--- config.mk ---
export PLATFORM = sky130hd
export DESIGN_NAME = hsv_to_rgb_converter_core
export DESIGN_NICKNAME = d
export VERILOG_FILES = /design/src/hw/rtl/hsvrgb_pkg.sv /design/src/hw/rtl/hsv_to_rgb_converter_core.sv /design/src/hw/rtl/hsvrgb_scale.sv
export SDC_FILE = /design/constraint.sdc
export NUM_CORES = 2
export LEC_CHECK = 0
export BUFFER_PORTS_ARGS = -buffer_cell sky130_fd_sc_hd__buf_2
export CAP_MARGIN = 15
export CORE_MARGIN = 2
export CORE_UTILIZATION = 55
export CTS_BUF_LIST = sky130_fd_sc_hd__clkbuf_16
export CTS_CLUSTER_SIZE = 24
export DETAILED_ROUTE_END_ITERATION = 6
export PLACE_DENSITY = 0.71
export SLEW_MARGIN = 10
export SYNTH_ARGS = -nofsm -noshare
export SYNTH_HDL_FRONTEND = slang
export SYNTH_SLANG_ARGS = --single-unit
--- constraint.sdc ---
create_clock -name clk -period 20.4 [get_ports clk]
set_input_delay 2.04 -clock clk [delete_from_list [all_inputs] [get_ports clk]]
set_output_delay 2.04 -clock clk [all_outputs]
set_load 0.05 [all_outputs]
--- src/hw/rtl/hsvrgb_pkg.sv ---
// ----------------------------------------------------------------------------
// hsvrgb_pkg
// shared types and constants of the hsv to rgb converter
// ----------------------------------------------------------------------------
`default_nettype none

package hsvrgb_pkg;

  typedef logic [14:0] hue_t;
  typedef logic [12:0] q12_t;
  typedef logic [11:0] frac_t;
  typedef logic [3:0]  sector_t;
  typedef logic [23:0] factor_t;
  typedef logic [24:0] sprod_t;
  typedef logic [7:0]  chan_t;

  // hue units per 60 degree sector (1/64 degree units)
  localparam frac_t   SECTOR_UNITS = 12'd3840;
  // highest sector a 15-bit hue can reach
  localparam int      MAX_SECTOR   = 8;
  // 1.0 in q12
  localparam q12_t    ONE_Q12      = 13'd4096;
  // 4096 * 3840, the full channel factor
  localparam factor_t FULL_K       = 24'd15728640;

  // sector codes, everything above magenta-red uses the last arm
  localparam sector_t SEC_RED_YEL  = 4'd0;
  localparam sector_t SEC_YEL_GRN  = 4'd1;
  localparam sector_t SEC_GRN_CYN  = 4'd2;
  localparam sector_t SEC_CYN_BLU  = 4'd3;
  localparam sector_t SEC_BLU_MAG  = 4'd4;

  // final divide by 15: floor(x / 15) = (x * 34953) >> 19 for x < 2^16
  localparam logic [15:0] RECIP15       = 16'd34953;
  localparam int          RECIP15_SHIFT = 19;
  // 256 * 15, quotients at or above this saturate
  localparam q12_t        CLAMP_LIMIT   = 13'd3840;
  localparam chan_t       CHAN_MAX      = 8'd255;

endpackage

`default_nettype wire

--- src/hw/rtl/hsv_to_rgb_converter_core.sv ---
// ----------------------------------------------------------------------------
// hsv_to_rgb_converter_core
// pipelined hsv to 8-bit rgb pixel converter, when not stalled one pixel per clock
// ----------------------------------------------------------------------------
//
// channel   | dir | tdata fields (lsb first)                 | tuser/tlast
// ----------+-----+------------------------------------------+------------
// s_axis    | in  | hue[14:0] saturation[27:15] brightness[40:28] | none
// m_axis    | out | red[7:0] green[15:8] blue[23:16]          | none
//
// - six register stages, a request enters each clock while the pipe is not stalled
// - latency is set by the sector split, the two saturation products, the
//   factor select and the three stages of the channel scaler
// - rst clears the valid bits only, data registers carry no reset
// - the whole pipe moves together; it stalls only when the output holds a
//   result that the sink has not taken, so nothing is dropped or repeated
//
`default_nettype none

module hsv_to_rgb_converter_core (
  input  wire         clk,
  input  wire         rst,
  input  wire         s_axis_tvalid,
  output logic        s_axis_tready,
  // hue[14:0], saturation[27:15], brightness[40:28], zero pad[47:41]
  input  wire  [47:0] s_axis_tdata,
  output logic        m_axis_tvalid,
  input  wire         m_axis_tready,
  // red[7:0], green[15:8], blue[23:16]
  output logic [23:0] m_axis_tdata
);

  localparam int STAGES = 6;

  // pipe advance: output empty or being taken
  logic en;
  logic [STAGES-1:0] valid;

  assign en            = !valid[STAGES-1] || m_axis_tready;
  assign s_axis_tready = en;
  assign m_axis_tvalid = valid[STAGES-1];

  always_ff @(posedge clk) begin
    if (rst) begin
      valid <= '0;
    end else if (en) begin
      valid <= {valid[STAGES-2:0], s_axis_tvalid};
    end
  end

  // input fields
  hsvrgb_pkg::hue_t in_hue;
  hsvrgb_pkg::q12_t in_sat;
  hsvrgb_pkg::q12_t in_val;

  assign in_hue = s_axis_tdata[14:0];
  assign in_sat = s_axis_tdata[27:15];
  assign in_val = s_axis_tdata[40:28];

  // stage 0: split hue into sector and fraction by parallel threshold compares
  hsvrgb_pkg::sector_t sec_next;
  hsvrgb_pkg::hue_t    base;
  hsvrgb_pkg::hue_t    rem_full;

  always_comb begin
    sec_next = hsvrgb_pkg::SEC_RED_YEL;
    base     = '0;
    for (int i = 1; i <= hsvrgb_pkg::MAX_SECTOR; i++) begin
      if (in_hue >= 15'(i * int'(hsvrgb_pkg::SECTOR_UNITS))) begin
        sec_next = 4'(i);
        base     = 15'(i * int'(hsvrgb_pkg::SECTOR_UNITS));
      end
    end
  end

  assign rem_full = in_hue - base;

  hsvrgb_pkg::sector_t s0_sec;
  hsvrgb_pkg::frac_t   s0_rem;
  hsvrgb_pkg::q12_t    s0_sat;
  hsvrgb_pkg::q12_t    s0_val;

  always_ff @(posedge clk) begin
    if (en) begin
      s0_sec <= sec_next;
      s0_rem <= rem_full[11:0];
      s0_sat <= in_sat;
      s0_val <= in_val;
    end
  end

  // stage 1: saturation products for q and t, p factor clamped at zero
  hsvrgb_pkg::frac_t   rem_inv;
  hsvrgb_pkg::factor_t kp_next;
  logic [24:0]         kp_wide;

  assign rem_inv = hsvrgb_pkg::SECTOR_UNITS - s0_rem;
  assign kp_wide = (hsvrgb_pkg::ONE_Q12 - s0_sat) * hsvrgb_pkg::SECTOR_UNITS;

  always_comb begin
    // saturation above 1.0 drives p negative, which clamps the channel to zero
    if (s0_sat < hsvrgb_pkg::ONE_Q12) begin
      kp_next = kp_wide[23:0];
    end else begin
      kp_next = '0;
    end
  end

  hsvrgb_pkg::sector_t s1_sec;
  hsvrgb_pkg::sprod_t  s1_prod_q;
  hsvrgb_pkg::sprod_t  s1_prod_t;
  hsvrgb_pkg::factor_t s1_kp;
  hsvrgb_pkg::q12_t    s1_val;

  always_ff @(posedge clk) begin
    if (en) begin
      s1_sec    <= s0_sec;
      s1_prod_q <= s0_sat * s0_rem;
      s1_prod_t <= s0_sat * rem_inv;
      s1_kp     <= kp_next;
      s1_val    <= s0_val;
    end
  end

  // stage 2: q and t factors clamped at zero, then the six-sector select
  hsvrgb_pkg::factor_t kq;
  hsvrgb_pkg::factor_t kt;
  hsvrgb_pkg::factor_t kr_next;
  hsvrgb_pkg::factor_t kg_next;
  hsvrgb_pkg::factor_t kb_next;
  hsvrgb_pkg::sprod_t  kq_wide;
  hsvrgb_pkg::sprod_t  kt_wide;

  assign kq_wide = {1'b0, hsvrgb_pkg::FULL_K} - s1_prod_q;
  assign kt_wide = {1'b0, hsvrgb_pkg::FULL_K} - s1_prod_t;

  always_comb begin
    kq = (s1_prod_q < {1'b0, hsvrgb_pkg::FULL_K}) ? kq_wide[23:0] : '0;
    kt = (s1_prod_t < {1'b0, hsvrgb_pkg::FULL_K}) ? kt_wide[23:0] : '0;
  end

  always_comb begin
    case (s1_sec)
      hsvrgb_pkg::SEC_RED_YEL: begin
        kr_next = hsvrgb_pkg::FULL_K; kg_next = kt; kb_next = s1_kp;
      end
      hsvrgb_pkg::SEC_YEL_GRN: begin
        kr_next = kq; kg_next = hsvrgb_pkg::FULL_K; kb_next = s1_kp;
      end
      hsvrgb_pkg::SEC_GRN_CYN: begin
        kr_next = s1_kp; kg_next = hsvrgb_pkg::FULL_K; kb_next = kt;
      end
      hsvrgb_pkg::SEC_CYN_BLU: begin
        kr_next = s1_kp; kg_next = kq; kb_next = hsvrgb_pkg::FULL_K;
      end
      hsvrgb_pkg::SEC_BLU_MAG: begin
        kr_next = kt; kg_next = s1_kp; kb_next = hsvrgb_pkg::FULL_K;
      end
      // magenta-red, and hues of 360 degrees or more
      default: begin
        kr_next = hsvrgb_pkg::FULL_K; kg_next = s1_kp; kb_next = kq;
      end
    endcase
  end

  hsvrgb_pkg::factor_t s2_kr;
  hsvrgb_pkg::factor_t s2_kg;
  hsvrgb_pkg::factor_t s2_kb;
  hsvrgb_pkg::q12_t    s2_val;

  always_ff @(posedge clk) begin
    if (en) begin
      s2_kr  <= kr_next;
      s2_kg  <= kg_next;
      s2_kb  <= kb_next;
      s2_val <= s1_val;
    end
  end

  // stages 3 to 5: one scaler per channel, last stage is the output register
  hsvrgb_pkg::chan_t red;
  hsvrgb_pkg::chan_t green;
  hsvrgb_pkg::chan_t blue;

  hsvrgb_scale u_scale_red (
    .clk  (clk),
    .en   (en),
    .v    (s2_val),
    .k    (s2_kr),
    .chan (red)
  );

  hsvrgb_scale u_scale_green (
    .clk  (clk),
    .en   (en),
    .v    (s2_val),
    .k    (s2_kg),
    .chan (green)
  );

  hsvrgb_scale u_scale_blue (
    .clk  (clk),
    .en   (en),
    .v    (s2_val),
    .k    (s2_kb),
    .chan (blue)
  );

  assign m_axis_tdata = {blue, green, red};

endmodule

`default_nettype wire

--- src/hw/rtl/hsvrgb_scale.sv ---
// ----------------------------------------------------------------------------
// hsvrgb_scale
// three-stage channel scaler: byte = min(255, floor(v * k * 255 / (2^32 * 15)))
// ----------------------------------------------------------------------------
`default_nettype none

module hsvrgb_scale (
  input  wire                     clk,
  input  wire                     en,
  input  wire hsvrgb_pkg::q12_t   v,
  input  wire hsvrgb_pkg::factor_t k,
  output hsvrgb_pkg::chan_t       chan
);

  logic [36:0] prod;
  logic [12:0] quo;
  logic [44:0] num;
  logic [27:0] recip_prod;
  hsvrgb_pkg::chan_t chan_next;

  // times 255 as shift and subtract, then drop the 2^32 part of the divisor
  assign num = {prod, 8'd0} - {8'd0, prod};

  assign recip_prod = quo[11:0] * hsvrgb_pkg::RECIP15;

  always_comb begin
    if (quo >= hsvrgb_pkg::CLAMP_LIMIT) begin
      chan_next = hsvrgb_pkg::CHAN_MAX;
    end else begin
      chan_next = recip_prod[hsvrgb_pkg::RECIP15_SHIFT +: 8];
    end
  end

  always_ff @(posedge clk) begin
    if (en) begin
      prod <= v * k;
      quo  <= num[44:32];
      chan <= chan_next;
    end
  end

endmodule

`default_nettype wire

# Yosys cells after proc, flatten, opt, wreduce, memory -nomap -nowiden
# Index checks and enable logic that the tools add are counted.
[word_totals]
ff_bits = 398
in_bits = 52
output_inout_bits = 26
[classes]
add_sub_neg = 8
n_mul = 9
n_lt_le_gt_ge = 14
eq_ne = 4
muxes = 20
reduce_logical = 7
[op_table]
columns = ["cell", "n"]
rows = [
  ["$pmux 24 s3", 3],
  ["$sub 45x37->45", 3],
  ["$mul 13x24->37", 3],
  ["$mux 12", 8],
  ["$mul 12x16->27 const B", 3],
  ["$ge 15x15->1 const B", 4],
  ["$lt 25x24->1 const B", 2],
  ["$mul 13x12->25", 2],
  ["$mux 24", 2],
  ["$sub 24x24->24 const A", 2],
  ["$ge 13x12->1 const B", 3],
  ["$ge 15x14->1 const B", 2],
  ["$mul 25x4->16 const B", 1],
  ["$mux 4", 6],
  ["$ge 15x12->1 const B", 1],
  ["$ge 15x13->1 const B", 1],
  ["$sub 13x13->14 const A", 1],
  ["$lt 13x13->1 const B", 1],
  ["$sub 12x12->12", 1],
  ["$sub 12x12->12 const A", 1],
  ["$eq 4x2->1 const B", 2],
  ["$reduce_or 2->1", 4],
  ["$eq 4x1->1 const B", 1],
  ["$eq 4x3->1 const B", 1],
  ["other kinds (4)", 4],
]

# Logic depth before layout (Yosys ltp)
[logic_depth]
depth_word = 10
ltp_mapped = 27
mapped_depth_nobuf = 26

# Hierarchy
# From an unflattened synthesis, not the netlist that was laid out.
[unflattened]
hier_cells = 6818
area_unflattened_um2 = 63838.7
[modules_own_cells]
columns = ["mod", "instances", "cells_per_inst", "area_each_um2"]
rows = [
  ["hsv_to_rgb_converter_core", 1, 2071, 20791.2],
  ["hsvrgb_scale (u_scale_green)", 1, 1610, 14473.9],
  ["hsvrgb_scale (u_scale_red)", 1, 1563, 14331.2],
  ["hsvrgb_scale (u_scale_blue)", 1, 1574, 14242.4],
]

# Least setup slack after synthesis
# Ideal clock, no wire load.
[synth_timing]
path_type = "input to output"
start = "input port m_axis_tready"
end = "output port s_axis_tready"
arrival_ps = 9864
path_slack_ps = 8496
cell_stages = 2
n_path_buf = 0
path_cell_list = "nor2b_1 -> inv_1"
[synth_between]
elab_chain_cells = 1
[synth_lines]
columns = ["element", "line_no", "source"]
rows = [
  ["start: declaration", "hsv_to_rgb_converter_core.sv:28", "input wire m_axis_tready,"],
  ["$logic_or 1x1->1", "hsv_to_rgb_converter_core.sv:39", "assign en = !valid[STAGES-1] || m_axis_tready;"],
  ["end: declaration", "hsv_to_rgb_converter_core.sv:24", "output logic s_axis_tready,"],
]
# No other way between the ends.

# Worst setup path after layout
[layout_timing]
start = "register s0_rem[1]"
end = "register s1_prod_t[23], data pin"
[layout_between]
elab_chain_cells = 2
[layout_lines]
columns = ["element", "line_no", "source"]
rows = [
  ["start: declaration", "hsv_to_rgb_converter_core.sv:79", "hsvrgb_pkg::frac_t s0_rem;"],
  ["start signal: assignment", "hsv_to_rgb_converter_core.sv:86", "s0_rem <= rem_full[11:0];"],
  ["$sub 12x12->12", "hsv_to_rgb_converter_core.sv:97", "assign rem_inv = hsvrgb_pkg::SECTOR_UNITS - s0_rem;"],
  ["$mul 13x12->25", "hsv_to_rgb_converter_core.sv:119", "s1_prod_t <= s0_sat * rem_inv;"],
  ["end signal: assignment", "hsv_to_rgb_converter_core.sv:119", ""],
  ["end: declaration", "hsv_to_rgb_converter_core.sv:111", "hsvrgb_pkg::sprod_t s1_prod_t;"],
]
# No other way between the ends.
# A chain may end at the register's enable or synchronous reset.

==> results_dict.tcl <==
set metrics [dict create \
    hold_path_class "reg -> reg" \
    slowest_stage "xnor2_1" \
    cts-root-buf "clkbuf_16" \
    clkLatencyLatePin_ns 0.68 \
    routed_wl_um 135000 \
    diodes 0 \
    cts_inserted_buffers 50 \
    cp_max_fo 14 \
    grt_overflow_total 0 \
    syn_nets 8097 \
    wl_per_cell_um 17.3 \
    die_w_um 338 \
    pin_count 78 \
    hold_viol_final 0 \
    ys_ff_latch 389 \
    cp_data_arrival_time_ns 8.15 \
    synth_area_um2 61400 \
    drt_iter0_drc 2731 \
    fin_crit_ns 7.72 \
    grt_pass1_wl_um 229000 \
    grt_max_degree 127 \
    path_cells "inv_1 -> ha_1 -> nand2_1 -> or3_1 -> or3_1 -> xnor2_1 -> nand2_1 -> fa_1 -> fa_1 -> fa_1 -> fa_1 -> inv_1 -> fa_1 -> ha_1 -> a21oi_1 -> nand2_1 -> o21ai_0 -> o21ai_0 -> o211ai_1 -> a31oi_1 -> nor2b_1 -> xnor2_1" \
    yosysSeqAreaShare_pct 18.9 \
    die_area_um2 114000 \
    worstPathBufferInverterCount 2 \
    relSlewSlack_pct 25.8 \
    grt_pass1_vias 46200 \
    cp-start-kind "flip-flop" \
    initial_core_util_pct 55.5 \
    cts_hold_buf 0 \
    viasPerCell 5.58 \
    slew_violations 0 \
    syn_area_per_cell_um2 9.59 \
    dr.pass1.iters 6 \
    clk_pin_slew_ns 0.06 \
    synth_edf_count 383 \
    ys_warn_count 0 \
    worst_pin_slew_ns 1.11 \
    syn_inst 6404 \
    cpMostUsedCell "fa_1" \
    synthFlopType "edfxtp_1" \
    cap_violations 0 \
    synthToLayoutAreaGrowth_pct 5.12 \
    grt.total_usage_pct 24.4 \
    finalCritPeriodShare_pct 37.8 \
    cts_sinks 389 \
    hpwl_um 104000 \
    setup.worst_path.class "reg -> reg" \
    drive_gt1_share_pct 3.56 \
    cts-htree-levels 2 \
    status "finished clean" \
    via_count 43600 \
    numPlacedInstances 7717 \
    instances_no_fill 7811 \
    crit_family "adder cells" \
    cts_setup_buffers 0 \
    clk_path_buf_depth 3 \
    tns_ns 0 \
    place_congestion 0.907 \
    die_h_um 338 \
    end_kind "flip-flop" \
    holdPathStages 0 \
    clock_skew_ns 0.0396 \
    num_rows 122 \
    required_ns 20.83 \
    max_freq_mhz 130 \
    portBuffers 70 \
    critical_path_depth 22 \
    nets 7975 \
    rsz0062_at_grt "no" \
    async_flop_share_pct 0 \
    core_area_um2 111000 \
    cts_tree "done" \
    setup_viol 0 \
    antenna_found_initial 2 \
    post_cts_resized 0 \
    antenna_left 0 \
    reg2reg_depth 22 \
    drc 0 \
    synth_cell_types 77 \
    critPathMaxStageDelay_ns 0.88 \
]
## kinds of logic after synthesis
kind of cell,after synthesis,synth area share (%)
AO/OA/AOI/OAI,729,8.05
XOR/XNOR,243,3.47
adder cells (fa/ha/maj),1641,45.8
buffers and inverters,1468,8.97
flip-flops,389,18.9
multiplexers,3,0.0530
AND/OR/NAND/NOR,1931,14.7
## registers in the layout, indices dropped and copies added, names as in the netlist, 16 cells and up
register            flops
s1_prod_t              24
u_scale_green.prod     37
u_scale_blue.prod      37
s1_kp                  16
s2_kr                  24
u_scale_red.prod       37
s2_kb                  24
s2_kg                  24
s1_prod_q              25
## metrics by stage
stage	hold slack (ns)	worst slack (ns)	cell area, µm²	utilization, %
2_1_floorplan	0.400	8.50	61400	-
3_3_place_gp	0.401	12.81	62900	56.8
3_5_place_dp	0.405	12.73	62900	56.8
4_1_cts	0.415	12.76	64600	58.3
5_1_grt	0.423	12.14	64600	58.3
6_report	0.414	12.68	64600	58.3
## placed cells by master (no fill, tap or decap), types with 26 or more instances in the layout
cell / synthesis / final
a211oi_1: 30 / 30
a21o_1: 121 / 121
a21oi_1: 171 / 170
a31oi_1: 27 / 27
and2_1: 434 / 434
and3_1: 31 / 31
buf_2: 0 / 70
buf_4: 0 / 35
clkbuf_16: 0 / 50
edfxtp_1: 383 / 383
fa_1: 1012 / 1012
ha_1: 629 / 629
inv_1: 1189 / 1193
nand2_1: 1017 / 1017
nand3_1: 63 / 63
nand4_1: 26 / 26
nor2_1: 170 / 170
nor2b_1: 37 / 37
nor3_1: 52 / 52
o21a_1: 42 / 42
o21ai_0: 100 / 100
o221ai_1: 31 / 31
xnor2_1: 184 / 184
xor2_1: 59 / 59
## worst register-to-register path, stage by stage (launching register included)
cell,delay (ns)
edfxtp_1,0.65
inv_1,0.27
ha_1,0.22
nand2_1,0.11
or3_1,0.35
or3_1,0.36
xnor2_1,0.88
nand2_1,0.18
fa_1,0.43
fa_1,0.48
fa_1,0.52
fa_1,0.49
inv_1,0.05
fa_1,0.43
ha_1,0.33
a21oi_1,0.34
nand2_1,0.08
o21ai_0,0.37
o21ai_0,0.29
o211ai_1,0.32
a31oi_1,0.15
nor2b_1,0.15
xnor2_1,0.07
## synthesized netlist by cell type (all sizes together) (7+ instances only)
| cell | instances | area (µm²) |
|---|---|---|
| xor2 | 59 | 517 |
| nor2b | 37 | 231 |
| clkbuf | 276 | 1040 |
| a211oi | 30 | 225 |
| edfxtp | 383 | 11500 |
| nand2b | 15 | 93.8 |
| a31oi | 27 | 169 |
| or4 | 10 | 82.6 |
| ha | 629 | 7870 |
| a221oi | 11 | 96.3 |
| a221o | 7 | 70.1 |
| a21oi | 171 | 856 |
| xnor2 | 184 | 1610 |
| nand4 | 26 | 163 |
| nor4 | 14 | 93.8 |
| nor3 | 53 | 270 |
| and3 | 31 | 194 |
| a31o | 18 | 158 |
| inv | 1189 | 4460 |
| or3 | 22 | 138 |
| nand2 | 1017 | 3820 |
| a2111oi | 9 | 104 |
| nor2 | 170 | 638 |
| nand3b | 10 | 75.1 |
| and2 | 434 | 2720 |
| o21a | 42 | 315 |
| fa | 1012 | 20300 |
| a21o | 122 | 923 |
| o22ai | 19 | 119 |
| or2 | 10 | 62.6 |
| o211ai | 19 | 143 |
| o31ai | 12 | 95.1 |
| a311oi | 9 | 78.8 |
| a41oi | 7 | 61.3 |
| o221ai | 31 | 272 |
| o21ai | 115 | 576 |
| and4 | 8 | 70.1 |
| nand3 | 63 | 315 |
| o21bai | 23 | 173 |
## layout make-up
class / instances / area [µm²]
well taps: 1488 / 1860
flip-flops and latches: 389 / 11600
fillers: 9492 / 46100
inverters: 1189 / 4470
repair buffers: 105 / 613
multi-input cells: 4547 / 44300
clock buffers: 50 / 1250
clock inverters: 43 / 449
## worst paths after layout
kind | startpoint | to | slack [ns]
setup / recovery | s0_rem[1]$_DFFE_PP_ | s1_prod_t[23]$_DFFE_PP_ | 12.68
hold / removal | s1_val[3]$_DFFE_PP_ | s2_val[3]$_DFFE_PP_ | 0.41
setup reg to reg | s0_rem[1]$_DFFE_PP_ | s1_prod_t[23]$_DFFE_PP_ | 12.68
hold reg to reg | s1_val[3]$_DFFE_PP_ | s2_val[3]$_DFFE_PP_ | 0.41
## routing by layer
metal / GRT usage, % / up-vias / routed length (µm)
met1: 32.1 / 21800 / 56800
li1: - / 20100 / -
met2: 41.7 / 1334 / 65600
met3: 3.21 / 301 / 8020
met4: 7.94 / 4 / 4450
met5: 0 / - / 25
Power is left out: the tool's default activity adds up to more than one toggle a clock period on the data nets, which glitch-free logic cannot reach.
